[src/rtl/core/salc_pkg.sv]
// Shared constants, state encoding and control/status types for the cache unit.
`timescale 1ns / 1ps
package salc_pkg;

    localparam int WAYS        = 4;
    localparam int SETS        = 64;
    localparam int BLOCK_BYTES = 64;
    localparam int ADDR_BITS   = 16;

    localparam int WAY_W       = $clog2(WAYS);
    localparam int SET_W       = $clog2(SETS);
    localparam int OFF_W       = $clog2(BLOCK_BYTES);
    localparam int TAG_W       = ADDR_BITS - SET_W - OFF_W;
    localparam int RANK_W      = $clog2(WAYS);
    localparam int BLOCK_WORDS = BLOCK_BYTES / 8;
    localparam int WORD_W      = $clog2(BLOCK_WORDS);
    localparam int LINE_AW     = SET_W + WAY_W + WORD_W;
    localparam int LINE_WORDS  = SETS * WAYS * BLOCK_WORDS;
    localparam int MEM_AW      = ADDR_BITS - 3;
    localparam int MEM_WORDS   = 1 << MEM_AW;
    localparam int ENTRY_W     = TAG_W + RANK_W;
    localparam int SET_ENTRY_W = WAYS * ENTRY_W;

    typedef enum logic [9:0] {
        S_CLEAR = 10'b00_0000_0001,
        S_IDLE  = 10'b00_0000_0010,
        S_TAG   = 10'b00_0000_0100,
        S_CMP   = 10'b00_0000_1000,
        S_FILL  = 10'b00_0001_0000,
        S_RD0   = 10'b00_0010_0000,
        S_RD1   = 10'b00_0100_0000,
        S_CAP   = 10'b00_1000_0000,
        S_WR0   = 10'b01_0000_0000,
        S_WR1   = 10'b10_0000_0000
    } state_t;

    typedef struct packed {
        logic              clear;
        logic [MEM_AW-1:0] clr_addr;
        logic              accept;
        logic              cmp;
        logic              fill;
        logic [WORD_W:0]   fill_cnt;
        logic              rd0;
        logic              rd1;
        logic              cap;
        logic              wr0;
        logic              wr1;
    } cmd_t;

    typedef struct packed {
        logic alloc;
        logic hit;
    } status_t;

endpackage

[src/rtl/core/salc_ctrl.sv]
// Controller state machine: clearing pass, lookup, block transfer and word access phases.
`timescale 1ns / 1ps
module salc_ctrl (
    input  logic             clk,
    input  logic             rst_n,
    input  logic             start,
    output logic             busy,
    output salc_pkg::cmd_t   cmd,
    input  salc_pkg::status_t status
);

    salc_pkg::state_t                  state_reg, state_next;
    logic [salc_pkg::MEM_AW-1:0]       clr_cnt_reg, clr_cnt_next;
    logic [salc_pkg::WORD_W:0]         fill_cnt_reg, fill_cnt_next;

    always_ff @(posedge clk or negedge rst_n)
    begin
        if (!rst_n)
        begin
            state_reg    <= salc_pkg::S_CLEAR;
            clr_cnt_reg  <= '0;
            fill_cnt_reg <= '0;
        end
        else
        begin
            state_reg    <= state_next;
            clr_cnt_reg  <= clr_cnt_next;
            fill_cnt_reg <= fill_cnt_next;
        end
    end

    always_comb
    begin
        state_next    = state_reg;
        clr_cnt_next  = clr_cnt_reg;
        fill_cnt_next = fill_cnt_reg;
        unique case (state_reg)
            salc_pkg::S_CLEAR:
            begin
                clr_cnt_next = clr_cnt_reg + 1'b1;
                if (&clr_cnt_reg)
                begin
                    state_next = salc_pkg::S_IDLE;
                end
            end
            salc_pkg::S_IDLE:
            begin
                if (start)
                begin
                    state_next = salc_pkg::S_TAG;
                end
            end
            salc_pkg::S_TAG:
            begin
                state_next = salc_pkg::S_CMP;
            end
            salc_pkg::S_CMP:
            begin
                fill_cnt_next = '0;
                state_next    = status.alloc ? salc_pkg::S_FILL : salc_pkg::S_RD0;
            end
            salc_pkg::S_FILL:
            begin
                fill_cnt_next = fill_cnt_reg + 1'b1;
                if (fill_cnt_reg == (salc_pkg::WORD_W + 1)'(salc_pkg::BLOCK_WORDS))
                begin
                    state_next = salc_pkg::S_RD0;
                end
            end
            salc_pkg::S_RD0: state_next = salc_pkg::S_RD1;
            salc_pkg::S_RD1: state_next = salc_pkg::S_CAP;
            salc_pkg::S_CAP: state_next = salc_pkg::S_WR0;
            salc_pkg::S_WR0: state_next = salc_pkg::S_WR1;
            salc_pkg::S_WR1: state_next = salc_pkg::S_IDLE;
            default:         state_next = salc_pkg::S_IDLE;
        endcase
    end

    assign busy = (state_reg != salc_pkg::S_IDLE);

    always_comb
    begin
        cmd          = '0;
        cmd.clear    = (state_reg == salc_pkg::S_CLEAR);
        cmd.clr_addr = clr_cnt_reg;
        cmd.accept   = (state_reg == salc_pkg::S_IDLE) && start;
        cmd.cmp      = (state_reg == salc_pkg::S_CMP);
        cmd.fill     = (state_reg == salc_pkg::S_FILL);
        cmd.fill_cnt = fill_cnt_reg;
        cmd.rd0      = (state_reg == salc_pkg::S_RD0);
        cmd.rd1      = (state_reg == salc_pkg::S_RD1);
        cmd.cap      = (state_reg == salc_pkg::S_CAP);
        cmd.wr0      = (state_reg == salc_pkg::S_WR0);
        cmd.wr1      = (state_reg == salc_pkg::S_WR1);
    end

endmodule

[config.mk]
export PLATFORM = sky130hd
export DESIGN_NAME = salc_ctrl
export DESIGN_NICKNAME = d
export VERILOG_FILES = /design/src/rtl/core/salc_pkg.sv /design/src/rtl/core/salc_ctrl.sv
export SDC_FILE = /design/constraint.sdc
export NUM_CORES = 1
export LEC_CHECK = 0
export BUFFER_PORTS_ARGS = -buffer_cell sky130_fd_sc_hd__buf_4
export CAP_MARGIN = 5
export CORE_MARGIN = 2
export CORE_UTILIZATION = 45
export DETAILED_ROUTE_END_ITERATION = 10
export PLACE_DENSITY = 0.68
export SKIP_CTS_REPAIR_TIMING = 1
export SYNTH_ARGS = -nofsm -noshare
export SYNTH_HDL_FRONTEND = slang
export SYNTH_SLANG_ARGS = --single-unit
[constraint.sdc]
create_clock -name clk -period 5.2 [get_ports clk]
set_input_delay 1.04 -clock clk [delete_from_list [all_inputs] [get_ports clk]]
set_output_delay 1.04 -clock clk [all_outputs]
set_load 0.01 [all_outputs]
## Yosys cells after proc, flatten, opt, wreduce, memory -nomap -nowiden

Index checks and enable logic that the tools add are counted.

| operators by class | value |
|---|---|
| reduce and logical (&&, ||, !) cells | 4 |
| equality and inequality tests | 15 |
| muxes and demuxes | 6 |
| add/subtract/negate cells | 2 |

Operators with widths:

| kind | number |
|---|---|
| one-hot mux 10 bit (9 select lines) | 1 |
| two-way mux 10 bit | 3 |
| adder 13 x 1 -> 13 bit (second input constant) | 1 |
| AND reduction 13 bit | 1 |
| == test 10 x 1 -> 1 bit (second input constant) | 1 |
| == test 10 bit (second input constant) | 1 |
| == test 10 x 2 -> 1 bit (second input constant) | 1 |
| == test 10 x 3 -> 1 bit (second input constant) | 1 |
| == test 10 x 4 -> 1 bit (second input constant) | 1 |
| == test 10 x 5 -> 1 bit (second input constant) | 1 |
| == test 10 x 6 -> 1 bit (second input constant) | 1 |
| == test 10 x 7 -> 1 bit (second input constant) | 1 |
| == test 10 x 8 -> 1 bit (second input constant) | 1 |
| == test 10 x 9 -> 1 bit (second input constant) | 1 |
| inequality test 10 x 2 -> 1 bit (second input constant) | 1 |
| one-hot mux 4 bit (2 select lines) | 1 |
| two-way mux 6 bit | 1 |
| adder 4 x 1 -> 4 bit (second input constant) | 1 |
| == test 4 bit (second input constant) | 1 |
| inequality test 2 x 1 -> 1 bit (second input constant) | 2 |
| AND reduction 3 bit | 1 |
| inequality test 2 bit (second input constant) | 1 |
| nonzero test 2 bit | 1 |
| logical AND 1 bit | 1 |

| storage, ports and cells | value |
|---|---|
| output and inout bits | 27 |
| flip-flop bits (word level) | 27 |
| word-level logic and storage cells | 30 |
| input bits | 5 |

## Longest topological paths before layout

| logic depth | value |
|---|---|
| depth in word-level cells | 3 |
| depth in mapped cells | 7 |
| mapped depth without buffers | 7 |

## Least setup slack after synthesis

No wires, ideal clock.

| path | value |
|---|---|
| path type | flip-flop to output port |
| start point | register state_reg[6] |
| end point | output cmd[4] in the netlist's numbering |
| cell stages (with the launch flop) | 4 |
| path slack | 2.775 ns |
| data arrival time | 1.385 ns |
| data required time | 4.160 ns |
| cells stage by stage | dfrtp_1 > nor4_4 > nand2_1 > nor4b_1 |

RTL lines:

| item | RTL line | source |
|---|---|---|
| from (decl) | salc_ctrl.sv:12 | `salc_pkg::state_t state_reg, state_next;` |
| from (signal assigned) | salc_ctrl.sv:20 | `state_reg <= salc_pkg::S_CLEAR;` |
| from (signal assigned) | salc_ctrl.sv:26 | `state_reg <= state_next;` |
| to (decl) | salc_ctrl.sv:8 | `output salc_pkg::cmd_t cmd,` |

==> qor.yml <==
status:
  status: "complete, no violations"
detailed_routing:
  ant_nets: 0
  drc: 0
  wl_per_cell_um: 12.9
  detailroute.via_count: 1168
  drt-total-wl_um: 2840
  dr.pass1.iters: 4
  drt_iter0_drc: 55
  avgViaCountPerCell: 5.33
floorplanning:
  die-area_sq_um: 3760
  coreArea_sq_um: 3080
  start_util_pct: 48.0
  die_h_um: 61.3
  num_io_pins: 32
  rows: 20
  die_w_um: 61.3
synthesis:
  ys_warn_count: 0
  synth_area_sq_um: 1480
  synth_edf_count: 0
  synthCells: 146
  ys_seq_elements: 27
  ys.flop_type: "dfrtp_1"
  async_reset_ff_share_pct: 100
  ys_seq_area_share_pct: 45.8
  yosys.cell_count.top_type: "dfrtp_1"
  synth_fp_nets: 154
  synthTopCellsByCount: "26 x dfrtp_1, 15 x nand2_1, 12 x nor2_1, 10 x xnor2_1, 8 x o21ai_0"
  synth.distinct_cells: 39
  yosysTopAreaCell: "dfrtp_1"
  synth.avg_cell_area_sq_um: 10.1
  synth_area_leaders: "dfrtp_1 44%, xnor2_1 5.9%, nand2_1 3.8%"
  yosysTopAreaCellShare_pct: 44.0
cts:
  clk_pin_slew_ps: 160
  cts_buffers: 3
  clk_latency_ps: 330
  h-tree-depth: 1
  clock-root-buffer: "clkbuf_4"
  ctsLongestPathBuffers: 2
  clock_sinks: 27
  cts_tree: "done"
worst_setup_path:
  worstPathMaxFanout: 7
  crit_start: "state_reg[2]"
  cp_cell_sequence: "nor2_1, nand3_1, nor3b_1, and3b_2, buf_4"
  r2r-start: "state_reg[6]"
  critical-path-max-stage-delay_ps: 490
  rrSetupSlack_ps: 3280
  r2r_end: "clr_cnt_reg[8]"
  critical-path-slowest-cell: "dfrtp_1"
  crit_family: "simple AND/OR/NAND/NOR gates"
  cp_num_cells: 5
  critPathRequiredTime_ps: 4160
  end_kind: "output port"
  path_buf_inv: 1
  arrival_ps: 2000
  worstSetupPathType: "flip-flop to output port"
  crit_end: "cmd[3]"
  reg2reg_depth: 5
  worstSetupStartpointType: "flip-flop"
hold_path:
  worstHoldPathType: "flip-flop to flip-flop"
final_layout:
  stdcell_count: 219
  multi_input_area_sq_um: 728
  area_growth_pct: 17.6
  fin_area_sq_um: 1740
  fill_cells: 278
  diodes: 0
  drive_above_1_share_pct: 27.4
  largest_register_ffs: 13
  regArea_sq_um: 677
  nets: 184
global_route:
  antenna_found_initial: 0
  grt_overflow_total: 0
  grt_pass1_vias: 1079
  grt_pass1_wl_um: 4970
  grt_usage_pct: 17.7
  grt_max_degree: 28
placement:
  gp_congestion: 0.827
  hpwl_um: 2130
  placed_cell_area_sq_um: 1710
  place_inst: 215
  preCtsSetupSlack_ps: 2550
  port_buffers: 30
power:
  ir_worst_vdd_v: 0.000137
  leakagePower_nw: 0.867
  powerDensity_nw_per_um2: 308
timing:
  maxSlewViolCount: 0
  slew_headroom_pct: 68.1
  post-route-period-util_pct: 58.5
  tns_ps: 0
  setup_ws_ps: 2160
  rsz0062_at_grt: "no"
  hold_viol: 0
  clock.fmax_mhz: 329
  setup-violations-final: 0
  finalCriticalPeriod_ps: 3040
  finalClockSkew_ps: 15.0
  tightest_slew_ps: 467
run:
  max_cap_violations: 0
[worst min-delay path by stage]
stage	startpoint	end	slack [ps]	cells past startpoint
2_1_floorplan	clr_cnt_reg[11]	clr_cnt_reg[11]	520	1
3_3_place_gp	clr_cnt_reg[9]	clr_cnt_reg[9]	470	1
3_5_place_dp	clr_cnt_reg[11]	clr_cnt_reg[11]	480	1
4_1_cts	clr_cnt_reg[11]	clr_cnt_reg[11]	510	1
5_1_grt	clr_cnt_reg[11]	clr_cnt_reg[11]	540	1
6_report	clr_cnt_reg[9]	clr_cnt_reg[9]	500	1
[cell type report]
cell class	instances	area share, %
multi-input combinational	108	41.9
sequential	27	38.9
timing repair buffer	30	13.0
tap	44	3.17
clock buffer	3	1.30
inverter	6	1.30
clock inverter	1	0.432
[layer usage]
metal	part of all wire (%)	vias up	GRT usage (%)
li1	-	575	-
met4	0.95	0	6.21
met2	48	22	27.4
met1	48	567	25.5
met5	0	-	0
met3	3.8	4	2.31
[kinds of logic (layout without fill, tap and decap cells)]
group	after synthesis	after routing	synth area share (%)
buffers and inverters	11	40	4.91
AND/OR/NAND/NOR	70	70	29.4
multiplexers	1	1	0.762
XOR/XNOR	14	14	8.30
flip-flops	27	27	45.8
adder cells (fa/ha/maj)	3	3	2.54
AO/OA/AOI/OAI	20	20	8.30
[metrics by stage]
step | power (mW) | hold slack, ps | utilization, %
2_1_floorplan | 0.395 | 515 | -
3_3_place_gp | 0.442 | 473 | 55.5
3_5_place_dp | 0.446 | 482 | 55.5
4_1_cts | 0.541 | 506 | 56.5
5_1_grt | 0.580 | 535 | 56.5
6_report | 0.535 | 501 | 56.5
[placed cells by master, fill, tap and decap left out, types with 4 or more instances in the layout]
cell and n:
o21ai_0 8, and3_1 5, nand2_1 15, nor3_1 7, nor4b_1 5, nor2_1 12
a21oi_1 5, buf_4 30, dfrtp_1 26, xnor2_1 10, xor2_1 4, nand3_1 6
and3b_2 4, inv_1 6
[power breakdown]
group          internal [mW]  leakage (nW)  switching [mW]
sequential             0.227         0.364          0.0382
clock                 0.0294        0.0139          0.0642
combinational         0.0791         0.489          0.0970
Note: power is estimated with default switching activity, not from simulation.
